[src/sv/lcdns_pkg.sv]
`default_nettype none

package lcdns_pkg;

    localparam int MAX_BYTES = 10;
    localparam int IDX_W     = $clog2(MAX_BYTES);

    localparam logic [2:0] ACT_INIT    = 3'd0;
    localparam logic [2:0] ACT_WRITE   = 3'd1;
    localparam logic [2:0] ACT_CURSOR  = 3'd2;
    localparam logic [2:0] ACT_DISPLAY = 3'd3;
    localparam logic [2:0] ACT_CLEAR   = 3'd4;
    localparam logic [2:0] ACT_GLYPH   = 3'd5;

    localparam logic [7:0] INIT_WAKE     = 8'h33;
    localparam logic [7:0] INIT_FOURBIT  = 8'h32;
    localparam logic [7:0] CMD_FUNC_SET  = 8'h28;
    localparam logic [7:0] CMD_DISPLAY   = 8'h08;
    localparam logic [7:0] CMD_CLEAR     = 8'h01;
    localparam logic [7:0] CMD_ENTRY     = 8'h06;
    localparam logic [7:0] CMD_DDRAM     = 8'h80;
    localparam logic [7:0] CMD_CGRAM     = 8'h40;

    localparam logic RS_CMD  = 1'b0;
    localparam logic RS_DATA = 1'b1;

    typedef struct packed {
        logic [2:0]  action;
        logic [7:0]  char_code;
        logic [1:0]  row;
        logic [5:0]  column;
        logic        display_on;
        logic        cursor_on;
        logic        blink_on;
        logic [63:0] glyph_rows;
    } cmd_t;

    typedef struct packed {
        logic [3:0] nibble;
        logic       register_select;
        logic       last;
    } nib_t;

    typedef struct packed {
        logic [MAX_BYTES-1:0][7:0] bytes;
        logic [MAX_BYTES-1:0]      rs;
        logic [IDX_W-1:0]          count;
    } run_t;

endpackage

`default_nettype wire

[src/sv/lcdns_cmd.sv]
`default_nettype none

module lcdns_cmd #(
    parameter int COLUMNS = 16,
    parameter int ROWS    = 2
) (
    input  wire                 clk,
    input  wire                 rst_n,
    input  wire                 take,
    input  lcdns_pkg::cmd_t     cmd,
    output logic                has_run,
    output lcdns_pkg::run_t     run
);
    import lcdns_pkg::*;

    localparam logic [3:0] COL_MAX = 4'(COLUMNS - 1);
    localparam logic [1:0] ROW_MAX = 2'(ROWS - 1);

    logic       row_reg, row_next;
    logic [3:0] col_reg, col_next;
    logic       disp_reg, disp_next;
    logic       curs_reg, curs_next;
    logic       blink_reg, blink_next;

    logic [4:0] col_inc;
    logic [1:0] row_inc;
    logic [7:0] pos_cur;

    always_comb
    begin
        row_next   = row_reg;
        col_next   = col_reg;
        disp_next  = disp_reg;
        curs_next  = curs_reg;
        blink_next = blink_reg;
        has_run    = 1'b1;
        run        = '0;
        col_inc    = {1'b0, col_reg} + 5'd1;
        row_inc    = {1'b0, row_reg} + 2'd1;
        pos_cur    = CMD_DDRAM | {1'b0, row_reg, 2'b00, col_reg};

        case (cmd.action)
            ACT_INIT:
            begin
                run.bytes[0] = INIT_WAKE;
                run.bytes[1] = INIT_FOURBIT;
                run.bytes[2] = CMD_FUNC_SET;
                run.bytes[3] = CMD_DISPLAY | {6'b0, curs_reg, blink_reg};
                run.bytes[4] = CMD_CLEAR;
                run.bytes[5] = CMD_ENTRY;
                run.bytes[6] = CMD_DISPLAY | {5'b0, 1'b1, curs_reg, blink_reg};
                run.count    = IDX_W'(7);
                disp_next    = 1'b1;
                row_next     = 1'b0;
                col_next     = '0;
            end
            ACT_WRITE:
            begin
                run.bytes[0] = cmd.char_code;
                run.rs[0]    = RS_DATA;
                run.count    = IDX_W'(1);
                if (col_inc > {1'b0, COL_MAX})
                begin
                    col_next = '0;
                    row_next = (row_inc > ROW_MAX) ? 1'b0 : row_inc[0];
                    run.bytes[1] = CMD_DDRAM | {1'b0, row_next, 6'b0};
                    run.count    = IDX_W'(2);
                end
                else
                begin
                    col_next = col_inc[3:0];
                end
            end
            ACT_CURSOR:
            begin
                row_next = (cmd.row > ROW_MAX) ? ROW_MAX[0] : cmd.row[0];
                col_next = (cmd.column > {2'b00, COL_MAX}) ? COL_MAX : cmd.column[3:0];
                run.bytes[0] = CMD_DDRAM | {1'b0, row_next, 2'b00, col_next};
                run.count    = IDX_W'(1);
            end
            ACT_DISPLAY:
            begin
                disp_next  = cmd.display_on;
                curs_next  = cmd.cursor_on;
                blink_next = cmd.blink_on;
                run.bytes[0] = CMD_DISPLAY
                    | {5'b0, cmd.display_on, cmd.cursor_on, cmd.blink_on};
                run.count    = IDX_W'(1);
            end
            ACT_CLEAR:
            begin
                run.bytes[0] = CMD_CLEAR;
                run.count    = IDX_W'(1);
                row_next     = 1'b0;
                col_next     = '0;
            end
            ACT_GLYPH:
            begin
                run.bytes[0] = CMD_CGRAM | {2'b00, cmd.char_code[2:0], 3'b000};
                for (int i = 0; i < 8; i++)
                begin
                    run.bytes[i+1] = cmd.glyph_rows[8*i +: 8];
                    run.rs[i+1]    = RS_DATA;
                end
                run.bytes[9] = pos_cur;
                run.count    = IDX_W'(10);
            end
            default:
            begin
                has_run = 1'b0;
            end
        endcase
    end

    always_ff @(posedge clk or negedge rst_n)
    begin
        if (!rst_n)
        begin
            row_reg   <= 1'b0;
            col_reg   <= '0;
            disp_reg  <= 1'b0;
            curs_reg  <= 1'b0;
            blink_reg <= 1'b0;
        end
        else if (take)
        begin
            row_reg   <= row_next;
            col_reg   <= col_next;
            disp_reg  <= disp_next;
            curs_reg  <= curs_next;
            blink_reg <= blink_next;
        end
    end

endmodule

`default_nettype wire

[src/sv/char_lcd_nibble_sequencer.sv]
`default_nettype none
// An accepted command is registered as a run, and its first nibble then in the output register.
// Throughput: one nibble per cycle while nib_stall is low; a command holds the sequencer
// until all its nibbles are out (2 to 20, init 14, glyph 20); unused actions send none.
// The next command is accepted in the cycle that the last nibble of a run moves out.
// Reset clears the cursor position, the display flags and all valid bits.

module char_lcd_nibble_sequencer #(
    parameter int COLUMNS = 16,
    parameter int ROWS    = 2
) (
    input  wire                 clk,
    input  wire                 rst_n,
    input  wire                 cmd_valid,
    output logic                cmd_stall,
    input  lcdns_pkg::cmd_t     cmd,
    output logic                nib_valid,
    input  wire                 nib_stall,
    output lcdns_pkg::nib_t     nib
);
    import lcdns_pkg::*;

    run_t             run_reg;
    logic             run_valid_reg;
    logic [IDX_W-1:0] idx_reg;
    logic             half_reg;
    nib_t             out_reg;
    logic             out_valid_reg;

    run_t             new_run;
    logic             has_run;
    logic             accept;
    logic             advance;
    logic             final_nib;
    logic [7:0]       cur_byte;

    lcdns_cmd #(
        .COLUMNS (COLUMNS),
        .ROWS    (ROWS)
    ) u_cmd (
        .clk     (clk),
        .rst_n   (rst_n),
        .take    (accept),
        .cmd     (cmd),
        .has_run (has_run),
        .run     (new_run)
    );

    assign advance   = run_valid_reg && (!out_valid_reg || !nib_stall);
    assign final_nib = half_reg && (idx_reg == run_reg.count - IDX_W'(1));
    assign cmd_stall = run_valid_reg && !(advance && final_nib);
    assign accept    = cmd_valid && !cmd_stall;
    assign cur_byte  = run_reg.bytes[idx_reg];

    always_ff @(posedge clk or negedge rst_n)
    begin
        if (!rst_n)
        begin
            run_valid_reg <= 1'b0;
            out_valid_reg <= 1'b0;
            idx_reg       <= '0;
            half_reg      <= 1'b0;
        end
        else
        begin
            if (advance)
            begin
                out_valid_reg <= 1'b1;
            end
            else if (!nib_stall)
            begin
                out_valid_reg <= 1'b0;
            end

            if (accept && has_run)
            begin
                run_valid_reg <= 1'b1;
                idx_reg       <= '0;
                half_reg      <= 1'b0;
            end
            else if (advance)
            begin
                if (final_nib)
                begin
                    run_valid_reg <= 1'b0;
                end
                half_reg <= !half_reg;
                if (half_reg)
                begin
                    idx_reg <= idx_reg + IDX_W'(1);
                end
            end
        end
    end

    always_ff @(posedge clk)
    begin
        if (accept && has_run)
        begin
            run_reg <= new_run;
        end
        if (advance)
        begin
            out_reg.nibble          <= half_reg ? cur_byte[3:0] : cur_byte[7:4];
            out_reg.register_select <= run_reg.rs[idx_reg];
            out_reg.last            <= final_nib;
        end
    end

    assign nib_valid = out_valid_reg;
    assign nib       = out_reg;

endmodule

`default_nettype wire
[config.mk]
export PLATFORM = sky130hd
export DESIGN_NAME = char_lcd_nibble_sequencer
export DESIGN_NICKNAME = d
export VERILOG_FILES = /design/src/sv/lcdns_pkg.sv /design/src/sv/lcdns_cmd.sv /design/src/sv/char_lcd_nibble_sequencer.sv
export SDC_FILE = /design/constraint.sdc
export NUM_CORES = 1
export LEC_CHECK = 0
export ABC_AREA = 0
export ABC_CLOCK_PERIOD_IN_PS = 12750
export BUFFER_PORTS_ARGS = -buffer_cell sky130_fd_sc_hd__buf_4
export CORE_UTILIZATION = 60
export DETAILED_ROUTE_END_ITERATION = 10
export PLACE_DENSITY = 0.82
export REMOVE_ABC_BUFFERS = 1
export SLEW_MARGIN = 20
export SYNTH_ARGS = -nofsm -noshare
export SYNTH_HDL_FRONTEND = slang
export SYNTH_SLANG_ARGS = --single-unit
[constraint.sdc]
create_clock -name clk -period 12.75 [get_ports clk]
set_input_delay 1.275 -clock clk [delete_from_list [all_inputs] [get_ports clk]]
set_output_delay 1.275 -clock clk [all_outputs]
set_load 0.02 [all_outputs]
Word-level counts from Yosys, hierarchy flattened
Index checks and enable logic that the tools add are counted.

storage, ports and cells
  bits in read-only memories = 0
  bits in latches = 0
  memory bits (writable) = 0
  memories = 0
  register bits after elaboration = 113
  word-level logic and storage cells = 98
  input bits = 90

cells by class
  divide/modulo/power cells = 0
  bitwise logic cells = 0
  reductions and logical operators = 25
  equality and inequality tests = 8
  magnitude comparators = 5
  muxes and demuxes = 32
  shift-type cells = 0
  $add $sub $neg = 4
  $mul = 0

operator list
  operator                                                        number
  one-hot mux 40 bit (2 select lines)                             1
  one-hot mux 8 bit (6 select lines)                              1
  binary-select mux 8 bit (select 4 bit)                          1
  two-way mux 24 bit                                              1
  two-way mux 4 bit                                               6
  two-way mux 8 bit                                               3
  one-hot mux 8 bit (3 select lines)                              1
  one-hot mux 4 bit (4 select lines)                              1
  two-way mux 1 bit                                               13
  one-hot mux 4 bit (3 select lines)                              1
  AND reduction 2 bit                                             4
  == test 3 x 2 -> 1 bit (second input constant)                  2
  == test 3 bit (second input constant)                           2
  greater-than comparator 6 x 4 -> 1 bit (second input constant)  1
  logical AND 1 bit                                               6
  nonzero test 2 bit                                              3
  OR reduction 6 bit                                              1
  adder 4 x 1 -> 5 bit (second input constant)                    1
  greater-than comparator 5 x 4 -> 1 bit (second input constant)  1
  zero test 1 bit                                                 5
  less-than comparator 4 x 5 -> 1 bit (second input constant)     1
  adder 4 x 1 -> 4 bit (second input constant)                    1
  binary-select mux 1 bit (select 4 bit)                          1
  == test 4 bit                                                   1
  13 further kinds                                                15

Longest topological paths before layout
  word-level depth = 11
  depth in mapped cells = 8
  depth with buffers taken out = 7

Cells and area by module
Synthesis repeated with hierarchy kept, for this count alone.

second synthesis, totals
  cells, all modules = 412
  area total of the unflattened synthesis = 5631.7 um^2

by module, submodules not included
  module                     sequential area each (um^2)  area an instance (um^2)  times used  cells an instance
  char_lcd_nibble_sequencer  3178.0                       4230.3                   1           212
  lcdns_cmd                  175.2                        1401.3                   1           200

Worst setup path after synthesis
No wires, ideal clock.

  kind = input -> register
  from = input nib_stall
  to = register run_reg[0] (netlist bit), enable pin
  path slack = 7891 ps
  required time = 12275 ps
  path buffers = 1
  setup time = 475 ps
  stages on the path = 5
  data arrival time = 4385 ps
  cells stage by stage = nand2_1 inv_1 o41ai_1 nor2b_1 clkbuf_1

between the ends
  cells in the longest elaborated chain, start to end = 9

RTL lines
  item                    RTL line                          text
  start: declaration      char_lcd_nibble_sequencer.sv:18   input wire nib_stall,
  zero test 1 bit         n/a
  logical OR 1 bit        char_lcd_nibble_sequencer.sv:49   assign advance = run_valid_reg && (!out_valid_reg || !nib_stall);
  logical AND 1 bit       char_lcd_nibble_sequencer.sv:49
  logical AND 1 bit       char_lcd_nibble_sequencer.sv:51   assign cmd_stall = run_valid_reg && !(advance && final_nib);
  zero test 1 bit         char_lcd_nibble_sequencer.sv:51
  logical AND 1 bit       char_lcd_nibble_sequencer.sv:51
  zero test 1 bit         char_lcd_nibble_sequencer.sv:52   assign accept = cmd_valid && !cmd_stall;
  logical AND 1 bit       char_lcd_nibble_sequencer.sv:52
  logical AND 1 bit       char_lcd_nibble_sequencer.sv:98   if (accept && has_run)
  end signal: assignment  char_lcd_nibble_sequencer.sv:100  run_reg <= new_run;
  end: declaration        char_lcd_nibble_sequencer.sv:23   run_t run_reg;

No other way between the ends.
A chain may end at the register's enable or synchronous reset.

Worst setup path in the final report
  from = register idx_reg[0]
  to = output cmd_stall

between the ends
  cells in the longest elaborated chain, start to end = 5

RTL lines
  item                      RTL line                         text
  start: declaration        char_lcd_nibble_sequencer.sv:25  logic [IDX_W-1:0] idx_reg;
  start signal: assignment  char_lcd_nibble_sequencer.sv:90  idx_reg <= idx_reg + IDX_W'(1);
  == test 4 bit             char_lcd_nibble_sequencer.sv:50  assign final_nib = half_reg && (idx_reg == run_reg.count - IDX_W'(1));
  logical AND 1 bit         char_lcd_nibble_sequencer.sv:50
  logical AND 1 bit         char_lcd_nibble_sequencer.sv:51
  zero test 1 bit           char_lcd_nibble_sequencer.sv:51
  logical AND 1 bit         char_lcd_nibble_sequencer.sv:51
  end: declaration          char_lcd_nibble_sequencer.sv:15  output logic cmd_stall,

No other way between the ends.

==> impl_results.md <==
- Outcome: completed
- Core Area: between 7000 and 8000 um^2
- All-layer global routing usage: 0.2578
- Share of layout cells above drive strength 1: 0.3170
- Number of port buffers: between 90 and 100
- Post-Syn Instances: between 300 and 400
- Hpwl dp: slightly above 7000 um
- Synth unique cells: 51
- Via Count: around 3400
- Grt total ovfl: 0
- Die Ht: a little over 90 um
- Top cell type by total area after synthesis: edfxtp_1
- Area Overhead vs Synth: 20.22%
- Die area: around 8700 um^2
- DIE WIDTH: 93.39 um
- Worst slew margin: 0.3495
- RSZ-0062 raised after global routing: no
- Clk sinks: 102
- Post-CTS Setup Inserts: 0
- CTS Hold Bufs: 0
- Largest net degree at the start of global routing: roughly 80
- Crit path launch type: register
- Max Cap Viol: 0
- P_leak: around 2.4 nW
- Post-DRT Antenna Nets: 0
- Final net count: ~560
- Main area contributors after synthesis: edfxtp_1 (53%), mux4_2 (7.2%), dfrtp_1 (7.0%)
- Crit path max fanout: 30
- Synth cell count leaders: edfxtp_1 (88), and2_1 (53), clkbuf_1 (20), o21ai_0 (20), nor2_1 (17)
- Post-Route Skew: approximately 18 ps
- Starting DRC count in detailed routing: 199
- Final-report hold violation count: 0
- Number of synthesized flops with an enable pin: just under 90
- Total Neg Setup Slack: 0 ps
- Clock buffer depth: 2
- WP data required: between 10000 and 15000 ps
- Count leader, synth: edfxtp_1
- Ys async rst share: 0.1373
- Max reg flops: 82
- Post-DR vias/cell: ~5.9
- Place WS: around 8900 ps
- DR pass1 iterations: 5
- Sequential cell area fraction in the yosys report: 0.5973
- DR WL/cell: approximately 19 um
- N_diodes: 0
- Worst EP arrival: approximately 2600 ps
- Num rows: 32
- Slew @ Worst Pin: between 900 and 1000 ps
- Yosys reg bits: between 100 and 150
- Post-synth top flop: edfxtp_1
- Clock root buffer: clkbuf_8
- CTS tree: done
- Final Setup Violations: 0
- Critical path type: reg2out
- CTS H-tree lvls: 3
- Ys Warns: 0
- Max Slew Vio Count: 0
- Min-delay worst type: reg2reg
- Total CTS buffers: 9
- Initial antenna violation count: 0
- Global-route wire length before repair: approximately 17000 um
- Worst Setup End Kind: output port
- Total I/O pin count: 98
- Final Routed Wirelength: around 11000 um
- Gpl congestion: between 0.9 and 1
- Tmin final: just under 4000 ps
- Mapped Area: around 5000 um^2
- Top cell type's share of synthesized area: 0.5273
- Post-CTS sizing: 0
- Period Utilization, post-route: 0.3017
- Fmax: between 0.2 and 0.3 GHz
- Pwr/cell area: 161.0 nW/um^2
- Setup slack, reg-to-reg: about 9200 ps
- Clock Pin Slew Worst Setup and Hold Paths: between 100 and 150 ps
- Synth Area per Inst: between 10 and 15 um^2
- Worst IR Drop VDD: approximately 74 uV
- Remaining DRCs: 0
- Clock latency at the later pin of the worst-skew pair: between 300 and 400 ps
- Vias in the first global route: 3297
- Initial core utilization: 0.6353
- Worst setup margin: a little under 9000 ps
==> metal layers <==
layer / wire [um] / GRT usage / share of wire / up-vias
li1: - / - / - / 1579
met1: 4583 / 0.3467 / 0.43 / 1613
met2: 5293 / 0.4173 / 0.49 / 150
met3: 713 / 0.05854 / 0.067 / 10
met4: 105 / 0.08846 / 0.0098 / 0
met5: 0 / 0 / 0 / -
==> cell type report <==
type	instances	area, um^2
inverters	14	52.55
multi-input cells	237	1892
repair buffers	101	778.2
fillers	517	1863
well taps	102	127.6
clock buffers	9	123.9
flip-flops and latches	102	2994
clock inverters	7	56.30
==> worst max-delay path, cell delays in order (launching register included) <==
cell     delay, ps
dfrtp_2        970
xor2_1         190
nand3_1        160
o41ai_1        610
inv_1          100
buf_4          180
==> kinds of logic (layout without fill, tap and decap cells) <==
group	Yosys count	in the layout	synth area share
adder cells (fa/ha/maj)	6	6	0.01398
flip-flops	102	102	0.5973
multiplexers	39	39	0.1208
AND/OR/NAND/NOR	107	107	0.1169
XOR/XNOR	10	10	0.02047
AO/OA/AOI/OAI	75	75	0.1014
buffers and inverters	38	131	0.02921
==> final timing paths <==
check | start | endpoint | cells after the start
max in group asynchronous | rst_n | idx_reg[0]$_DFFE_PN0P_ | 1
worst min-delay path | u_cmd.blink_reg$_DFFE_PN0P_ | u_cmd.blink_reg$_DFFE_PN0P_ | 1
min in group asynchronous | rst_n | run_valid_reg$_DFFE_PN0P_ | 1
worst max register to register | idx_reg[0]$_DFFE_PN0P_ | run_reg[57]$_DFFE_PP_ | 5
worst min register to register | u_cmd.blink_reg$_DFFE_PN0P_ | u_cmd.blink_reg$_DFFE_PN0P_ | 1
worst max-delay path | idx_reg[0]$_DFFE_PN0P_ | cmd_stall | 5
==> cells in the final DEF, fill, tap and decap left out, types with 9 or more instances in the layout <==
master / synthesis / routed
a21o_1: 14 / 14
a21oi_1: 11 / 11
and2_1: 53 / 53
buf_4: 0 / 100
clkbuf_8: 0 / 9
dfrtp_1: 14 / 13
edfxtp_1: 88 / 88
inv_1: 14 / 14
mux2i_1: 14 / 14
mux4_2: 16 / 16
nand2_1: 12 / 12
nor2_1: 17 / 16
o21ai_0: 20 / 20
==> where the power goes <==
group | switching (mW) | leakage, nW | total, mW | internal, mW
Combinational | 0.137 | 1.35 | 0.299 | 0.162
Sequential | 0.0718 | 0.979 | 0.484 | 0.412
Clock | 0.115 | 0.0838 | 0.187 | 0.0730
Total | 0.323 | 2.41 | 0.970 | 0.647
==> through the flow <==
| step | hold WS (ps) | area (um^2) | cells | util | power, mW |
|---|---|---|---|---|---|
| global route | 591.5 | 6025 | 572 | 0.7638 | 1.015 |
| detailed placement | 548.9 | 5817 | 555 | 0.7375 | 0.7849 |
| finish | 574.7 | 6025 | 572 | 0.7638 | 0.9700 |
| floorplan | 492.4 | 4917 | 353 | - | 0.6790 |
| global placement | 523.7 | 5817 | 555 | 0.7375 | 0.7754 |
| CTS | 586.9 | 5997 | 571 | 0.7603 | 0.9696 |
No activity file was read; power rests on OpenSTA's default activity.
